$ cat src/design/lcdx_pkg.sv
`default_nettype none
package lcdx_pkg;

    localparam int unsigned ADDR_W   = 7;
    localparam int unsigned WIDTH_W  = 7;
    localparam int unsigned CURSOR_W = 7;
    localparam int unsigned WAIT_B_W = 15;
    localparam int unsigned WAIT_A_W = 6;
    localparam int unsigned UNIT_W   = 4;
    localparam int unsigned PHASE_W  = 2;
    localparam int unsigned S_DATA_W = 16;
    localparam int unsigned M_DATA_W = 40;
    localparam int unsigned CFG_IDX_W  = 2;
    localparam int unsigned CFG_DATA_W = 7;

    localparam logic [CFG_IDX_W-1:0] REG_EXPANDER_ADDRESS = 2'd0;
    localparam logic [CFG_IDX_W-1:0] REG_LINE_WIDTH       = 2'd1;
    localparam logic [CFG_IDX_W-1:0] REG_BACKLIGHT_ON     = 2'd2;

    localparam logic [ADDR_W-1:0]  RST_EXPANDER_ADDRESS = 7'h3F;
    localparam logic [WIDTH_W-1:0] RST_LINE_WIDTH       = 7'd16;
    localparam logic               RST_BACKLIGHT_ON     = 1'b1;

    localparam logic OP_CHAR = 1'b0;
    localparam logic OP_INIT = 1'b1;

    localparam logic [7:0] CODE_NONE    = 8'h00;
    localparam logic [7:0] CODE_NEWLINE = 8'h0A;
    localparam logic [7:0] CMD_LINE2    = 8'hC0;

    localparam logic [UNIT_W-1:0] INIT_LAST_UNIT  = 4'd11;
    localparam logic [UNIT_W-1:0] CHAR_FIRST_UNIT = 4'd2;
    localparam logic [UNIT_W-1:0] CHAR_LAST_UNIT  = 4'd3;
    localparam logic [PHASE_W-1:0] PHASE_LAST     = 2'd2;
    localparam logic [PHASE_W-1:0] PHASE_ENABLE   = 2'd1;
    localparam logic [WAIT_A_W-1:0] INIT_TAIL_WAIT = 6'd50;

    typedef struct packed {
        logic       init;
        logic       jump;
        logic [7:0] data;
        logic       rs;
    } job_t;

    function automatic logic [3:0] init_nibble(input logic [UNIT_W-1:0] unit);
        logic [3:0] nib;
        case (unit)
            4'd0, 4'd1, 4'd2: nib = 4'h3;
            4'd3, 4'd4:       nib = 4'h2;
            4'd5:             nib = 4'h8;
            4'd7:             nib = 4'hC;
            4'd9:             nib = 4'h1;
            4'd11:            nib = 4'h6;
            default:          nib = 4'h0;
        endcase
        return nib;
    endfunction

    function automatic logic [WAIT_B_W-1:0] init_wait(input logic [UNIT_W-1:0] unit);
        logic [WAIT_B_W-1:0] w;
        case (unit)
            4'd0:                   w = 15'd20000;
            4'd1:                   w = 15'd5000;
            4'd2:                   w = 15'd150;
            4'd3, 4'd4, 4'd6, 4'd8: w = 15'd50;
            4'd10:                  w = 15'd2000;
            default:                w = '0;
        endcase
        return w;
    endfunction

endpackage
`default_nettype wire

$ cat src/design/lcdx_front.sv
`default_nettype none
module lcdx_front (
    input  wire logic                        aclk,
    input  wire logic                        aresetn,
    input  wire logic                        in_valid,
    output logic                             in_ready,
    input  wire logic                        in_op,
    input  wire logic [7:0]                  in_char,
    input  wire logic                        in_start,
    input  wire logic [lcdx_pkg::WIDTH_W-1:0] line_width,
    output logic                             q_push,
    input  wire logic                        q_ready,
    output lcdx_pkg::job_t                   q_job
);
    import lcdx_pkg::*;

    logic [CURSOR_W-1:0] cursor_reg, cursor_next;
    logic [CURSOR_W-1:0] cur_base;
    logic                accept;
    logic                jump;

    assign in_ready = q_ready;
    assign accept   = in_valid && q_ready;
    assign cur_base = in_start ? '0 : cursor_reg;
    assign jump     = (cur_base >= line_width);

    always_comb begin
        cursor_next = cursor_reg;
        q_push      = 1'b0;
        q_job       = '{init: 1'b0, jump: jump, data: in_char, rs: 1'b1};
        if (accept) begin
            if (in_op == OP_INIT) begin
                cursor_next = '0;
                q_push      = 1'b1;
                q_job       = '{init: 1'b1, jump: 1'b0, data: CODE_NONE, rs: 1'b0};
            end else if (in_char == CODE_NONE) begin
                cursor_next = cur_base;
            end else if (in_char == CODE_NEWLINE) begin
                cursor_next = '0;
                q_push      = 1'b1;
                q_job.data  = CMD_LINE2;
                q_job.rs    = 1'b0;
            end else begin
                cursor_next = (jump ? '0 : cur_base) + 1'b1;
                q_push      = 1'b1;
            end
        end
    end

    always_ff @(posedge aclk) begin
        if (!aresetn) begin
            cursor_reg <= '0;
        end else begin
            cursor_reg <= cursor_next;
        end
    end

endmodule
`default_nettype wire

$ cat src/design/lcdx_queue.sv
`default_nettype none
module lcdx_queue (
    input  wire logic           aclk,
    input  wire logic           aresetn,
    input  wire logic           push,
    input  wire lcdx_pkg::job_t push_job,
    output logic                push_ready,
    input  wire logic           pop,
    output logic                pop_valid,
    output lcdx_pkg::job_t      pop_job
);
    import lcdx_pkg::*;

    localparam int unsigned DEPTH = 2;
    localparam int unsigned PTR_W = $clog2(DEPTH);

    job_t             mem [DEPTH];
    logic [PTR_W-1:0] wr_ptr_reg, rd_ptr_reg;
    logic [PTR_W:0]   count_reg, count_next;
    logic             do_push, do_pop;

    assign push_ready = (count_reg != DEPTH[PTR_W:0]);
    assign pop_valid  = (count_reg != '0);
    assign pop_job    = mem[rd_ptr_reg];
    assign do_push    = push && push_ready;
    assign do_pop     = pop && pop_valid;

    always_comb begin
        count_next = count_reg;
        if (do_push && !do_pop) begin
            count_next = count_reg + 1'b1;
        end else if (do_pop && !do_push) begin
            count_next = count_reg - 1'b1;
        end
    end

    always_ff @(posedge aclk) begin
        if (do_push) begin
            mem[wr_ptr_reg] <= push_job;
        end
    end

    always_ff @(posedge aclk) begin
        if (!aresetn) begin
            wr_ptr_reg <= '0;
            rd_ptr_reg <= '0;
            count_reg  <= '0;
        end else begin
            if (do_push) begin
                wr_ptr_reg <= wr_ptr_reg + 1'b1;
            end
            if (do_pop) begin
                rd_ptr_reg <= rd_ptr_reg + 1'b1;
            end
            count_reg <= count_next;
        end
    end

endmodule
`default_nettype wire

$ cat src/design/lcdx_back.sv
`default_nettype none
module lcdx_back (
    input  wire logic                         aclk,
    input  wire logic                         aresetn,
    input  wire logic                         q_valid,
    input  wire lcdx_pkg::job_t               q_job,
    output logic                              q_pop,
    input  wire logic [lcdx_pkg::ADDR_W-1:0]  expander_address,
    input  wire logic                         backlight_on,
    output logic                              out_valid,
    input  wire logic                         out_ready,
    output logic [lcdx_pkg::ADDR_W-1:0]       out_address,
    output logic [7:0]                        out_byte,
    output logic [lcdx_pkg::WAIT_B_W-1:0]     out_wait_before,
    output logic [lcdx_pkg::WAIT_A_W-1:0]     out_wait_after,
    output logic                              out_last
);
    import lcdx_pkg::*;

    job_t                job_reg;
    logic                busy_reg, busy_next;
    logic [UNIT_W-1:0]   unit_reg, unit_next;
    logic [PHASE_W-1:0]  phase_reg, phase_next;

    logic                valid_reg, valid_next;
    logic [ADDR_W-1:0]   addr_reg;
    logic [7:0]          byte_reg;
    logic [WAIT_B_W-1:0] wait_b_reg;
    logic [WAIT_A_W-1:0] wait_a_reg;
    logic                last_reg;

    logic                adv, emit, final_unit, final_beat, load;
    logic [3:0]          nib;
    logic                rs;
    logic [7:0]          cur_byte;
    logic [WAIT_B_W-1:0] cur_wait_b;
    logic [WAIT_A_W-1:0] cur_wait_a;
    logic [UNIT_W-1:0]   start_unit;

    assign adv        = !valid_reg || out_ready;
    assign emit       = busy_reg && adv;
    assign final_unit = (unit_reg == (job_reg.init ? INIT_LAST_UNIT : CHAR_LAST_UNIT));
    assign final_beat = final_unit && (phase_reg == PHASE_LAST);
    assign load       = q_valid && (!busy_reg || (emit && final_beat));
    assign q_pop      = load;
    assign start_unit = (q_job.init || q_job.jump) ? '0 : CHAR_FIRST_UNIT;

    always_comb begin
        if (job_reg.init) begin
            nib = init_nibble(unit_reg);
            rs  = 1'b0;
        end else begin
            case (unit_reg[1:0])
                2'd0:    nib = CMD_LINE2[7:4];
                2'd1:    nib = CMD_LINE2[3:0];
                2'd2:    nib = job_reg.data[7:4];
                default: nib = job_reg.data[3:0];
            endcase
            rs = unit_reg[1] && job_reg.rs;
        end
        cur_byte   = {nib, backlight_on, (phase_reg == PHASE_ENABLE), 1'b0, rs};
        cur_wait_b = (job_reg.init && phase_reg == '0) ? init_wait(unit_reg) : '0;
        cur_wait_a = (job_reg.init && final_beat) ? INIT_TAIL_WAIT : '0;
    end

    always_comb begin
        busy_next  = busy_reg;
        unit_next  = unit_reg;
        phase_next = phase_reg;
        valid_next = adv ? busy_reg : valid_reg;
        if (emit) begin
            if (phase_reg == PHASE_LAST) begin
                phase_next = '0;
                if (final_unit) begin
                    busy_next = 1'b0;
                end else begin
                    unit_next = unit_reg + 1'b1;
                end
            end else begin
                phase_next = phase_reg + 1'b1;
            end
        end
        if (load) begin
            busy_next  = 1'b1;
            unit_next  = start_unit;
            phase_next = '0;
        end
    end

    always_ff @(posedge aclk) begin
        if (load) begin
            job_reg <= q_job;
        end
        unit_reg  <= unit_next;
        phase_reg <= phase_next;
        if (emit) begin
            addr_reg   <= expander_address;
            byte_reg   <= cur_byte;
            wait_b_reg <= cur_wait_b;
            wait_a_reg <= cur_wait_a;
            last_reg   <= final_beat;
        end
    end

    always_ff @(posedge aclk) begin
        if (!aresetn) begin
            busy_reg  <= 1'b0;
            valid_reg <= 1'b0;
        end else begin
            busy_reg  <= busy_next;
            valid_reg <= valid_next;
        end
    end

    assign out_valid       = valid_reg;
    assign out_address     = addr_reg;
    assign out_byte        = byte_reg;
    assign out_wait_before = wait_b_reg;
    assign out_wait_after  = wait_a_reg;
    assign out_last        = last_reg;

endmodule
`default_nettype wire

$ cat src/design/char_lcd_i2c_expander_writer_core.sv
`default_nettype none
// Channel   Dir  Handshake          Beat contents
// s_        in   s_tvalid/s_tready  tdata: char_code, string_start; tuser: op
// m_        out  m_tvalid/m_tready  tdata: bus_address, bus_byte, wait_before,
//                                   wait_after; tlast: last
// cfg_      in   cfg_wr_en          cfg_index, cfg_wdata
//
// One output beat per cycle unless m_tready stalls it; a character gives 6 beats (12 after a line jump),
// an init request 36. The output beat rate of the back sequencer sets the pace.
// A two-entry job queue lets the front take new items while the back drains.
// Reset is synchronous, active low, and clears the cursor, queue and sequencer.
module char_lcd_i2c_expander_writer_core (
    input  wire logic                              aclk,
    input  wire logic                              aresetn,
    input  wire logic                              s_tvalid,
    output logic                                   s_tready,
    input  wire logic [lcdx_pkg::S_DATA_W-1:0]     s_tdata,   // char_code[7:0], string_start[8]
    input  wire logic                              s_tuser,   // op
    output logic                                   m_tvalid,
    input  wire logic                              m_tready,
    output logic [lcdx_pkg::M_DATA_W-1:0]          m_tdata,   // bus_address[6:0],
                                                              // bus_byte[14:7],
                                                              // wait_before[29:15],
                                                              // wait_after[35:30]
    output logic                                   m_tlast,
    input  wire logic                              cfg_wr_en,
    input  wire logic [lcdx_pkg::CFG_IDX_W-1:0]    cfg_index,
    input  wire logic [lcdx_pkg::CFG_DATA_W-1:0]   cfg_wdata
);
    import lcdx_pkg::*;

    logic [ADDR_W-1:0]   expander_address_reg;
    logic [WIDTH_W-1:0]  line_width_reg;
    logic                backlight_on_reg;

    logic                q_push, q_push_ready, q_pop, q_valid;
    job_t                push_job, pop_job;

    logic [ADDR_W-1:0]   bus_address;
    logic [7:0]          bus_byte;
    logic [WAIT_B_W-1:0] wait_before;
    logic [WAIT_A_W-1:0] wait_after;

    always_ff @(posedge aclk) begin
        if (!aresetn) begin
            expander_address_reg <= RST_EXPANDER_ADDRESS;
            line_width_reg       <= RST_LINE_WIDTH;
            backlight_on_reg     <= RST_BACKLIGHT_ON;
        end else if (cfg_wr_en) begin
            case (cfg_index)
                REG_EXPANDER_ADDRESS: expander_address_reg <= cfg_wdata[ADDR_W-1:0];
                REG_LINE_WIDTH:       line_width_reg       <= cfg_wdata[WIDTH_W-1:0];
                REG_BACKLIGHT_ON:     backlight_on_reg     <= cfg_wdata[0];
                default: ;
            endcase
        end
    end

    lcdx_front u_front (
        .aclk       (aclk),
        .aresetn    (aresetn),
        .in_valid   (s_tvalid),
        .in_ready   (s_tready),
        .in_op      (s_tuser),
        .in_char    (s_tdata[7:0]),
        .in_start   (s_tdata[8]),
        .line_width (line_width_reg),
        .q_push     (q_push),
        .q_ready    (q_push_ready),
        .q_job      (push_job)
    );

    lcdx_queue u_queue (
        .aclk       (aclk),
        .aresetn    (aresetn),
        .push       (q_push),
        .push_job   (push_job),
        .push_ready (q_push_ready),
        .pop        (q_pop),
        .pop_valid  (q_valid),
        .pop_job    (pop_job)
    );

    lcdx_back u_back (
        .aclk             (aclk),
        .aresetn          (aresetn),
        .q_valid          (q_valid),
        .q_job            (pop_job),
        .q_pop            (q_pop),
        .expander_address (expander_address_reg),
        .backlight_on     (backlight_on_reg),
        .out_valid        (m_tvalid),
        .out_ready        (m_tready),
        .out_address      (bus_address),
        .out_byte         (bus_byte),
        .out_wait_before  (wait_before),
        .out_wait_after   (wait_after),
        .out_last         (m_tlast)
    );

    assign m_tdata = {4'b0, wait_after, wait_before, bus_byte, bus_address};

endmodule
`default_nettype wire
$ cat config.mk
export PLATFORM = sky130hd
export DESIGN_NAME = char_lcd_i2c_expander_writer_core
export DESIGN_NICKNAME = d
export VERILOG_FILES = /design/src/design/lcdx_pkg.sv /design/src/design/lcdx_front.sv /design/src/design/lcdx_queue.sv /design/src/design/lcdx_back.sv /design/src/design/char_lcd_i2c_expander_writer_core.sv
export SDC_FILE = /design/constraint.sdc
export NUM_CORES = 1
export LEC_CHECK = 0
export BUFFER_PORTS_ARGS = -buffer_cell sky130_fd_sc_hd__buf_2
export CAP_MARGIN = 40
export CORE_MARGIN = 1
export CORE_UTILIZATION = 53
export CTS_BUF_LIST = sky130_fd_sc_hd__clkbuf_8
export DETAILED_ROUTE_END_ITERATION = 16
export PLACE_DENSITY = 0.86
export SETUP_SLACK_MARGIN = 0.15
export SLEW_MARGIN = 20
export SYNTH_ARGS = -nofsm -noshare
export SYNTH_HDL_FRONTEND = slang
export SYNTH_SLANG_ARGS = --single-unit
$ cat constraint.sdc
create_clock -name aclk -period 2.7 [get_ports aclk]
set_input_delay 0 -clock aclk [delete_from_list [all_inputs] [get_ports aclk]]
set_output_delay 0 -clock aclk [all_outputs]
set_load 0.01 [all_outputs]
After elaboration in Yosys (flattened, before gate mapping)
Memories as Yosys holds them, arrays and structs flattened. A register that Yosys moved wholly into a read port is not among the register bits.
Index checks and enable logic that the tools add are counted.
{"block": "word_totals", "memories": 3, "out_inout_bits": 43, "inputBits": 31, "romBits": 272, "ramBits": 22, "ff_bits": 80}
{"memory": "(no name shown)", "depth": 16, "width": 13, "rd": 1, "rd_clocked_by_memory_dff": 1, "write_ports": 0, "line": "lcdx_pkg.sv:61", "text": "case (unit)"}
{"memory": "(no name shown)", "depth": 16, "width": 4, "rd": 1, "rd_clocked_by_memory_dff": 1, "write_ports": 0, "line": "lcdx_pkg.sv:47", "text": "case (unit)"}
{"memory": "u_queue.mem", "depth": 2, "width": 11, "rd": 1, "rd_clocked_by_memory_dff": 1, "write_ports": 1, "line": "lcdx_queue.sv:17", "text": "job_t mem [DEPTH];"}
{"block": "op_classes", "muxes": 34, "order_cmp": 1, "n_eq_ne": 10, "n_reduce_logical": 34, "addsub": 7}
{"operator": "$mux 7", "n": 5}
{"operator": "$mux 4", "n": 7}
{"operator": "$mux 9", "n": 3}
{"operator": "$logic_and 1x1->1", "n": 12}
{"operator": "$pmux 4 s3", "n": 1}
{"operator": "$mux 1", "n": 11}
{"operator": "$mux 11", "n": 1}
{"operator": "$mux 2", "n": 5}
{"operator": "$reduce_bool 2->1", "n": 5}
{"operator": "$eq 8x4->1 const B", "n": 1}
{"operator": "$logic_not 8->1", "n": 1}
{"operator": "$add 7x1->7 const B", "n": 1}
{"operator": "$ge 7x7->1", "n": 1}
{"operator": "$eq 2x1->1 const B", "n": 3}
{"operator": "$eq 2x2->1 const B", "n": 3}
{"operator": "$logic_not 2->1", "n": 3}
{"operator": "$mux 6", "n": 1}
{"operator": "$reduce_and 2->1", "n": 3}
{"operator": "$reduce_and 3->1", "n": 2}
{"operator": "$logic_not 1->1", "n": 5}
{"operator": "$add 2x1->2 const B", "n": 2}
{"operator": "$add 4x1->4 const B", "n": 1}
{"operator": "$eq 4x4->1", "n": 1}
{"operator": "$ne 2x2->1 const B", "n": 2}
{"operator": "3 further kinds", "n": 6}

Depth between registers and ports, before layout
Gate-level depths: netlist of run 1.
{"block": "logic_depth", "ltp_word": 10, "mapped_depth": 12}

Modules after synthesis
A second synthesis of run 1 with hierarchy kept.
{"block": "unflattened", "hier_cells": 401, "area_unflattened_um2": 4585.6}
{"mod": "lcdx_back", "seq_area_each_um2": 1311.3, "cells_per_inst": 152, "area_each_um2": 2014.4, "instances": 1}
{"mod": "lcdx_queue", "seq_area_each_um2": 760.7, "cells_per_inst": 58, "area_each_um2": 1032.2, "instances": 1}
{"mod": "lcdx_front", "seq_area_each_um2": 140.1, "cells_per_inst": 122, "area_each_um2": 865.8, "instances": 1}
{"mod": "char_lcd_i2c_expander_writer_core", "seq_area_each_um2": 300.3, "cells_per_inst": 69, "area_each_um2": 673.1, "instances": 1}

Worst setup path after synthesis of run 1
Ideal clock, no wire load.
{"block": "synth_path", "path_type": "reg-to-reg", "from": "register u_front.cursor_reg[6]", "to": "register u_front.cursor_reg[6]", "n_path_buf": 0, "setup_slack_ps": 184, "arrival_ps": 2398, "setup_time_ps": 117, "stages_incl_launch_ff": 12, "cell_sequence": "dfxtp_1 -> nor2b_1 -> ha_1 -> a21oi_1 -> o21ai_0 -> a21oi_1 -> and2_1 -> ha_1 -> nand3_1 -> nor4bb_1 -> xor2_1 -> a32o_1"}
{"block": "synth_via", "elab_chain_cells": 7}
{"element": "from (decl)", "line": "lcdx_front.sv:17", "text": "logic [CURSOR_W-1:0] cursor_reg, cursor_next;"}
{"element": "from (signal assigned)", "line": "lcdx_front.sv:54", "text": "cursor_reg <= cursor_next;"}
{"element": "$mux 7 *", "line": "lcdx_front.sv:24", "text": "assign cur_base = in_start ? '0 : cursor_reg;"}
{"element": "$ge 7x7->1", "line": "lcdx_front.sv:25", "text": "assign jump = (cur_base >= line_width);"}
{"element": "$mux 7", "line": "lcdx_front.sv:44", "text": "cursor_next = (jump ? '0 : cur_base) + 1'b1;"}
{"element": "$add 7x1->7", "line": "lcdx_front.sv:44"}
{"element": "$mux 7", "line": "lcdx_front.sv:38", "text": "end else if (in_char == CODE_NEWLINE) begin"}
{"element": "$mux 7 *", "line": "lcdx_front.sv:36", "text": "end else if (in_char == CODE_NONE) begin"}
{"element": "$mux 7 *", "line": "lcdx_front.sv:32", "text": "if (in_op == OP_INIT) begin"}
Every way passes the cells marked *; elsewhere a longest branch is shown, timed or not.
A chain may end at the register's enable or synchronous reset.

Worst setup path after layout of run 1
{"block": "layout_path", "from": "input s_tdata[8] in the netlist's numbering", "to": "register u_front.cursor_reg[6]"}
{"block": "layout_via", "elab_chain_cells": 7}
{"element": "from (decl)", "line": "char_lcd_i2c_expander_writer_core.sv:17", "text": "input wire logic [lcdx_pkg::S_DATA_W-1:0] s_tdata,"}
{"element": "$mux 7 *", "line": "lcdx_front.sv:24"}
{"element": "$ge 7x7->1", "line": "lcdx_front.sv:25"}
{"element": "$mux 7", "line": "lcdx_front.sv:44"}
{"element": "$add 7x1->7", "line": "lcdx_front.sv:44"}
{"element": "$mux 7", "line": "lcdx_front.sv:38"}
{"element": "$mux 7 *", "line": "lcdx_front.sv:36"}
{"element": "$mux 7 *", "line": "lcdx_front.sv:32"}
Marked as above.

==> impl_metrics.yaml, run 1 <==
run_status:
  status: "complete, no violations"
synth:
  yosys.cell_types.count: 59
  synth-edff-count: 63
  netlist_area_sq_um: 4470
  ys_ff_latch: 94
  ys_seq_area_share_pct: 56.2
  ys_async_sr_fraction_pct: 0
  synth_warnings: 0
  syn_avg_cell_area_sq_um: 11.6
  syn_inst: 386
  synthFlopType: "edfxtp_1"
timing:
  setup_viol: 0
  hold_viol_final: 0
  period_share_pct: 90.3
  worst_slew_pin_slew_ns: 0.689
  maxSlewViolCount: 0
  clock_skew_ns: 0.00821
  period_minus_slack_ns: 2.44
  holdWs_ns: 0.0251
  final.setup.tns_ns: 0
  rsz0062_at_grt: "false"
  slew_headroom_pct: 54.0
  max_freq_mhz: 410
clock_tree:
  clk_pin_slew_ns: 0.09
  clk_latency_ns: 0.36
  cts_htree_levels: 3
  root_buffer: "clkbuf_8"
  cts.sinks: 94
  cts_tree: "yes"
  cts_buffers: 9
  cts.path.max_buffers: 2
worst_setup_path:
  crit-reg2reg-launch: "u_front.cursor_reg[0]"
  critPathMaxStageDelay_ns: 0.53
  cp_cell_sequence: "dlygate4sd3_1, buf_4, nand2b_4, ha_1, nor2b_2, o21ai_2, a211oi_2, ha_2, nand3_2, nor4bb_4, xor2_1, a32o_1"
  r2r_end: "u_front.cursor_reg[6]"
  cp_slowest_cell: "dlygate4sd3_1"
  rrSetupSlack_ns: 0.28
  crit_path_max_fanout: 11
  cp.arrival_ns: 2.70
  crit_required_ns: 2.96
  ff2ff_path_depth: 10
  critPathLaunch: "s_tdata[8]"
  end_kind: "flop"
  start_kind: "input port"
  worstSetupPathType: "input port to flop"
  endpoint: "u_front.cursor_reg[6]"
placed_design:
  place.gp.congestion: 0.872
  dp_hpwl_um: 5500
  dp.cells: 536
  port_buffers: 56
die:
  num_rows: 33
  die_h_um: 93.8
  io_pins: 74
  chipWidth_um: 93.8
  die_area_sq_um: 8800
  initial_core_util_pct: 54.7
  fp.coreArea_sq_um: 8180
pwr:
  internal_power_mw: 2.99
  combPwrFrac_pct: 33.1
  p_per_area_nw_per_um2: 872
  seq_power_share_pct: 48.0
  p_leak_nw: 2.10
  p_sw_mw: 1.55
  peakVddDrop_v: 0.000385
  p_clk_share_pct: 19.0
  finalPower_mw: 4.54
  p_sw_share_pct: 34.1
layout:
  post-route-util_pct: 63.7
  final_common_cell: "edfxtp_1"
  largest_reg_flops: 22
  nets: 502
  layout_common_cells: "63 x edfxtp_1, 55 x buf_2, 35 x nand2_1"
  area_growth_pct: 16.6
  drive_above_1_share_pct: 28.0
  n_antenna_cell: 0
  layoutNonFillerInstCount: 565
global_route:
  grt_overflow_total: 0
  grt_pass1_vias: 2891
  grt_pass1_wl_um: 13200
  grt_util_all_layers_pct: 19.6
  antenna_found_initial: 0
  grt_max_degree: 28
detailed_routing:
  drtIter0Drc: 127
  wl_per_cell_um: 14.2
  vias: 3026
  drc: 0
  firstDrtPassIters: 4
  wl_um: 8010
  drtAntennaViolNets: 0
  vias_per_cell: 5.36
run:
  drv_cap: 0
min_path:
  hold_path_class: "input port to flop"
-- critical path, delay by kind of cell --
family	cells	cell delay, ns
xor gates and xnor gates	1	0.10
AOI/OAI and AO/OA	3	0.62
buffers and inverters	2	0.72
and+or+nand+nor	4	0.73
adders and majority gates	2	0.52
-- synth_stat cells (all sizes together) (7+ instances only) --
library cell  count  area (sq um)
and2             10          63.8
nor2             21          78.8
inv              17          63.8
mux2             11           124
xor2              7          68.8
edfxtp           63          1890
nand3            13          65.1
mux2i            11           110
nand2b            9          66.3
a21oi            22           110
dfxtp            31           621
o21ai            13          76.3
ha               16           200
clkbuf           11          41.3
buf              19           148
nand2            36           138
nor2b            21           131
-- power by group through the flow --
stage | sequential [mW] | clock [mW] | combinational, mW
floorplan | 2.20 | 0 | 1.08
global placement | 2.20 | 0 | 1.38
detailed placement | 2.21 | 0 | 1.45
CTS | 2.18 | 0.869 | 1.49
global route | 2.22 | 0.930 | 1.67
finish | 2.18 | 0.861 | 1.50
-- final cells by class --
class	instances	area [sq um]
timing repair buffer	79	490
multi-input combinational	254	1820
sequential	94	2520
clock buffer	11	151
inverter	17	63.8
tap	105	131
clock inverter	5	32.5
fill	616	2970
-- what timing repair did --
action                     4_1_cts  5_1_grt
setup buffers                    0        2
hold buffers                    11        0
hold endpoints to repair        16        0
pin swaps                        0        6
resized for setup                8       18
setup endpoints to repair        1        1
-- cells by family (layout without fill, tap and decap cells) --
family | after synthesis | after routing | share of synthesized area (%)
xor gates and xnor gates | 10 | 10 | 2.30
AOI/OAI and AO/OA | 62 | 62 | 9.55
adders and majority gates | 16 | 16 | 4.48
buffers and inverters | 47 | 112 | 5.66
DFF | 94 | 94 | 56.2
and+or+nand+nor | 134 | 134 | 16.5
muxes | 22 | 22 | 5.24
other | 1 | 10 | 0.0839
-- layer usage --
| layer | part of all wire, % | global-route usage, % | wire length (um) |
|---|---|---|---|
| met1 | 43 | 23.4 | 3430 |
| met2 | 50 | 34.6 | 4040 |
| met3 | 4.2 | 3.24 | 339 |
| met4 | 2.4 | 9.10 | 190 |
| met5 | 0 | 0 | 0 |
-- worst min-delay path by stage --
| stage | cells past startpoint | to | from |
|---|---|---|---|
| CTS | 2 | backlight_on_reg | aresetn |
| global placement | 3 | expander_address_reg[2] | cfg_wdata[2] |
| finish | 2 | backlight_on_reg | aresetn |
| detailed placement | 3 | expander_address_reg[2] | cfg_wdata[2] |
| floorplan | 2 | expander_address_reg[0] | cfg_wdata[0] |
| global route | 3 | u_back.out_valid | m_tready |
-- metrics by stage --
stage / setup WS [ns] / instance area (sq um)
2_1_floorplan: 0.184 / 4500
3_3_place_gp: 0.111 / 4790
3_5_place_dp: 0.0320 / 4810
4_1_cts: 0.188 / 5120
5_1_grt: 0.137 / 5210
6_report: 0.262 / 5210
(Power assumes the default switching activity.)
==> run 2: changes to the inputs <==
--- a/config.mk
+++ b/config.mk
@@ -11,7 +11,7 @@
 export CORE_UTILIZATION = 53
 export CTS_BUF_LIST = sky130_fd_sc_hd__clkbuf_8
 export DETAILED_ROUTE_END_ITERATION = 16
-export PLACE_DENSITY = 0.86
+export PLACE_DENSITY = 0.85
 export SETUP_SLACK_MARGIN = 0.15
 export SLEW_MARGIN = 20
 export SYNTH_ARGS = -nofsm -noshare
==> impl_metrics.yaml, run 2 (synthesis results as in run 1) <==
run_status:
  status: "complete, no violations"
die:
  die_area_sq_um: 8800
  fp.coreArea_sq_um: 8180
  initial_core_util_pct: 54.7
  chipWidth_um: 93.8
  num_rows: 33
  die_h_um: 93.8
  io_pins: 74
placed_design:
  port_buffers: 56
  place.gp.congestion: 0.850
  dp.cells: 538
  dp_hpwl_um: 5570
detailed_routing:
  wl_per_cell_um: 14.6
  firstDrtPassIters: 4
  drtAntennaViolNets: 0
  drtIter0Drc: 115
  wl_met1_um: 3630
  vias_per_cell: 5.27
  drc: 0
  wl_um: 8200
  highest_layer: "met4"
  met3_wirelength_um: 329
  routed-wl-met2_um: 4070
  vias: 2960
timing:
  holdWs_ns: 0.0217
  worst_slew_pin_slew_ns: 0.694
  maxSlewViolCount: 0
  setup_viol: 0
  period_share_pct: 93.1
  max_freq_mhz: 398
  period_minus_slack_ns: 2.52
  hold_viol_final: 0
  rsz0062_at_grt: "false"
  clock_skew_ns: 0.00656
  slew_headroom_pct: 53.7
worst_setup_path:
  crit_required_ns: 2.94
  ff2ff_path_depth: 10
  rrSetupSlack_ns: 0.18
  cp.arrival_ns: 2.76
  r2r_end: "u_front.cursor_reg[6]"
  start_kind: "flop"
  path_delay_family: "compound AO/OA/AOI/OAI gates"
  cp_cell_sequence: "nor2b_4, ha_1, a21oi_2, o21ai_2, a211oi_2, ha_2, nand3_2, nor4bb_4, xor2_1, a32o_1"
  crit_buf_inv: 0
  cp_slowest_cell: "dfxtp_1"
  worstSetupPathType: "flop to flop"
  end_kind: "flop"
  critPathMaxStageDelay_ns: 0.35
  cp.depth: 10
  endpoint: "u_front.cursor_reg[6]"
  critPathLaunch: "u_front.cursor_reg[2]"
  crit_path_max_fanout: 3
  crit-reg2reg-launch: "u_front.cursor_reg[2]"
global_route:
  grt_overflow_total: 0
  antenna_found_initial: 0
  grt_util_all_layers_pct: 19.2
  grt_pass1_vias: 2845
  grt_pass1_wl_um: 13000
  grt_max_degree: 28
pwr:
  p_leak_nw: 2.07
  finalPower_mw: 4.53
  peakVddDrop_v: 0.000369
  p_per_area_nw_per_um2: 872
clock_tree:
  cts_buffers: 9
  cts_htree_levels: 3
  root_buffer: "clkbuf_8"
  clk_latency_ns: 0.35
  cts_tree: "yes"
  clk_pin_slew_ns: 0.08
  cts.path.max_buffers: 2
  cts.sinks: 94
layout:
  n_antenna_cell: 0
  layout_common_cells: "63 x edfxtp_1, 56 x buf_2, 35 x nand2_1"
  area_growth_pct: 16.4
  largest_reg_flops: 22
  layoutNonFillerInstCount: 562
  nets: 499
  drive_above_1_share_pct: 28.4
  final_common_cell: "edfxtp_1"
run:
  drv_cap: 0
min_path:
  hold_path_class: "input port to flop"
  min_path_cells: 2
[run 2: changes by cell type in the layout (fill, tap and decap cells not counted), sizes merged]
cell / delta
dlygate4sd3: -4
bufinv: +1
clkbuf: -2
buf: +1
inv: -1
clkinvlp: +2
[run 2: what timing repair did]
item,4_1_cts,5_1_grt
pin swaps,3,5
setup endpoints to repair,1,1
resized for setup,14,15
setup buffers,0,1
hold buffers,7,0
hold endpoints to repair,14,0
[run 2: final cells by class]
class	count	area [sq um]
clock inverters	7	65.1
well taps	105	131
inverters	17	63.8
clock buffers	9	124
flip-flops and latches	94	2520
fillers	633	2980
repair buffers	76	448
multi-input cells	254	1850
[run 2: power breakdown]
part | total, mW | internal, mW | switching [mW]
sequential | 2.17 | 1.98 | 0.192
combinational | 1.47 | 0.618 | 0.852
clock | 0.891 | 0.422 | 0.469
total | 4.53 | 3.02 | 1.51
[run 2: per-stage QoR]
stage          utilization (%)  setup slack, ns  area [sq um]  setup TNS [ns]
3_5_place_dp              58.9          -0.0306          4810         -0.0306
5_1_grt                   63.6           0.0820          5200               0
3_3_place_gp              58.9            0.153          4810               0
6_report                  63.6            0.185          5200               0
4_1_cts                   62.7            0.153          5130               0
2_1_floorplan                -            0.184          4500               0
[run 2: worst min path at each step]
stage / startpoint / end / slack, ns
4_1_cts: cfg_wr_en / backlight_on_reg / 0.008
3_5_place_dp: cfg_wdata[1] / expander_address_reg[1] / 0.25
2_1_floorplan: cfg_wdata[0] / expander_address_reg[0] / 0.12
5_1_grt: cfg_index[1] / backlight_on_reg / 0.04
6_report: aresetn / backlight_on_reg / 0.02
3_3_place_gp: cfg_wdata[4] / expander_address_reg[4] / 0.23
[run 2: layer usage]
metal / global-route usage [%] / vias to the layer above
met5: 0 / -
met4: 8.33 / 0
met3: 3.07 / 16
met2: 33.8 / 80
met1: 23.1 / 1395
li1: - / 1469
[run 2: worst reg2reg max path, delay by kind of cell (launching register included)]
family                   cells  cell delay, ns
AO/OA/AOI/OAI                4            0.83
flip-flops                   1            0.35
XOR/XNOR                     1            0.11
AND/OR/NAND/NOR              3            0.59
adder cells (fa/ha/maj)      2            0.54
==> run 3: changes to the inputs <==
--- a/config.mk
+++ b/config.mk
@@ -7,13 +7,13 @@
 export LEC_CHECK = 0
 export BUFFER_PORTS_ARGS = -buffer_cell sky130_fd_sc_hd__buf_2
 export CAP_MARGIN = 40
+export CORE_ASPECT_RATIO = 0.8
 export CORE_MARGIN = 1
 export CORE_UTILIZATION = 53
 export CTS_BUF_LIST = sky130_fd_sc_hd__clkbuf_8
 export DETAILED_ROUTE_END_ITERATION = 16
 export PLACE_DENSITY = 0.85
 export SETUP_SLACK_MARGIN = 0.15
-export SLEW_MARGIN = 20
 export SYNTH_ARGS = -nofsm -noshare
 export SYNTH_HDL_FRONTEND = slang
 export SYNTH_SLANG_ARGS = --single-unit
==> impl_metrics.yaml, run 3 (synthesis results as in run 1) <==
worst_setup_path:
  crit_path_max_fanout: 3
  crit_required_ns: 2.96
  worstSetupPathType: "flop to flop"
  critPathMaxStageDelay_ns: 0.36
  start_kind: "flop"
  end_kind: "flop"
  crit_buf_inv: 0
  cp_cell_sequence: "nor2b_1, ha_1, a21oi_2, o21ai_2, a21oi_2, and2_1, ha_2, nand3_2, nor4bb_2, xor2_1, a32o_1"
  cp.arrival_ns: 2.78
  path_delay_family: "compound AO/OA/AOI/OAI gates"
  cpMostUsedCell: "a21oi_2"
  cp_slowest_cell: "dfxtp_4"
pwr:
  p_leak_nw: 2.07
  p_sw_share_pct: 33.7
  internal_power_mw: 3.03
  combPwrFrac_pct: 32.3
  seq_power_share_pct: 47.7
  peakVddDrop_v: 0.000438
  p_clk_share_pct: 20.0
  p_per_area_nw_per_um2: 886
  p_sw_mw: 1.54
run_status:
  status: "complete, no violations"
layout:
  largest_reg_flops: 22
  num-fill-cells: 606
  nets: 500
  drive_above_1_share_pct: 27.7
  n_antenna_cell: 0
  final_common_cell: "edfxtp_1"
  post-route-util_pct: 64.1
  area_growth_pct: 15.5
  layout_common_cells: "63 x edfxtp_1, 56 x buf_2, 34 x nand2_1"
detailed_routing:
  drc: 0
  wl_um: 8110
  drtIter0Drc: 109
  wl_per_cell_um: 14.3
  vias_per_cell: 5.18
  vias: 2934
  firstDrtPassIters: 5
  drtAntennaViolNets: 0
die:
  num_rows: 29
  die_area_sq_um: 8800
  fp.coreArea_sq_um: 8060
  chipWidth_um: 105
  io_pins: 74
  die_h_um: 84.1
  initial_core_util_pct: 55.5
global_route:
  antenna_found_initial: 0
  grt_pass1_wl_um: 13300
  grt_max_degree: 28
  grt_util_all_layers_pct: 19.2
  grt_overflow_total: 0
  grt_pass1_vias: 2841
placed_design:
  place_ws_ns: 0.0655
  dp_hpwl_um: 5530
  place.gp.congestion: 0.870
  port_buffers: 56
timing:
  hold_viol_final: 0
  worst_slew_pin_slew_ns: 0.668
  setup_viol: 0
  slew_headroom_pct: 55.4
  max_freq_mhz: 396
  final.setup.tns_ns: 0
  holdWs_ns: 0.0122
  rsz0062_at_grt: "false"
  maxSlewViolCount: 0
  clock_skew_ns: 0.00633
  period_share_pct: 93.4
  period_minus_slack_ns: 2.52
  setup_slack_ns: 0.178
clock_tree:
  cts_htree_levels: 3
  cts.path.max_buffers: 2
  clk_pin_slew_ns: 0.09
  root_buffer: "clkbuf_8"
  clk_latency_ns: 0.36
  cts_tree: "yes"
  cts_buffers: 9
  cts.sinks: 94
min_path:
  hold_path_class: "input port to flop"
run:
  drv_cap: 0
[run 3: cell count changes in the layout (fill, tap and decap cells not counted), sizes merged]
cell / previous run / this run
dlygate4sd3: 7 / 8
clkinvlp: 2 / 1
inv: 19 / 20
[run 3: per-stage QoR]
stage | instances | area [sq um] | power [mW]
global placement | 538 | 4800 | 3.58
floorplan | 395 | 4500 | 3.28
detailed placement | 539 | 4810 | 3.66
finish | 566 | 5160 | 4.57
CTS | 563 | 5100 | 4.60
global route | 566 | 5160 | 4.86
[run 3: layout make-up]
cell class | count | area [sq um] | area share [%]
Tap cell | 108 | 135 | 2.62
Clock buffer | 9 | 124 | 2.40
Clock inverter | 7 | 72.6 | 1.41
Multi-Input combinational cell | 254 | 1780 | 34.5
Timing Repair Buffer | 77 | 465 | 9.02
Sequential cell | 94 | 2520 | 48.8
Inverter | 17 | 63.8 | 1.24
[run 3: worst paths after layout]
| path | startpoint | to | slack [ns] | cells after the start |
|---|---|---|---|---|
| max | u_front.cursor_reg[4] | u_front.cursor_reg[6] | 0.18 | 11 |
| min | aresetn | line_width_reg[4] | 0.01 | 2 |
| max reg2reg | u_front.cursor_reg[4] | u_front.cursor_reg[6] | 0.18 | 11 |
| min reg2reg | expander_address_reg[4] | u_back.out_address[4] | 0.44 | 0 |
[run 3: repair_timing]
action | in CTS | in global routing
setup endpoints to repair | 1 | 1
endpoints found under the hold margin | 16 | 0
pin swaps | 0 | 6
hold buffers | 8 | 0
gates resized for setup | 4 | 15
buffers inserted | 0 | 3
[run 3: power groups by stage]
stage	clock network (mW)	logic, mW	registers [mW]
detailed placement	0	1.45	2.21
finish	0.915	1.48	2.18
CTS	0.945	1.47	2.18
global placement	0	1.38	2.20
global route	0.998	1.64	2.22
floorplan	0	1.08	2.20
[run 3: worst register-to-register path: cells and delay by family (launching register included)]
family	cells	cell delay, ns
flops	1	0.36
compound gates	4	0.71
fa+ha+maj	2	0.55
xor+xnor	1	0.10
simple gates	4	0.70
[run 3: per-layer routing]
layer  wire, um  share of wire, %  GRT usage [%]  vias to the layer above
li1           -                 -              -                     1474
met1       3760                46           25.4                     1374
met2       3930                48           31.0                       82
met3        388               4.8           5.23                        4
met4         29              0.36           6.15                        0
met5          0                 0              0                        -
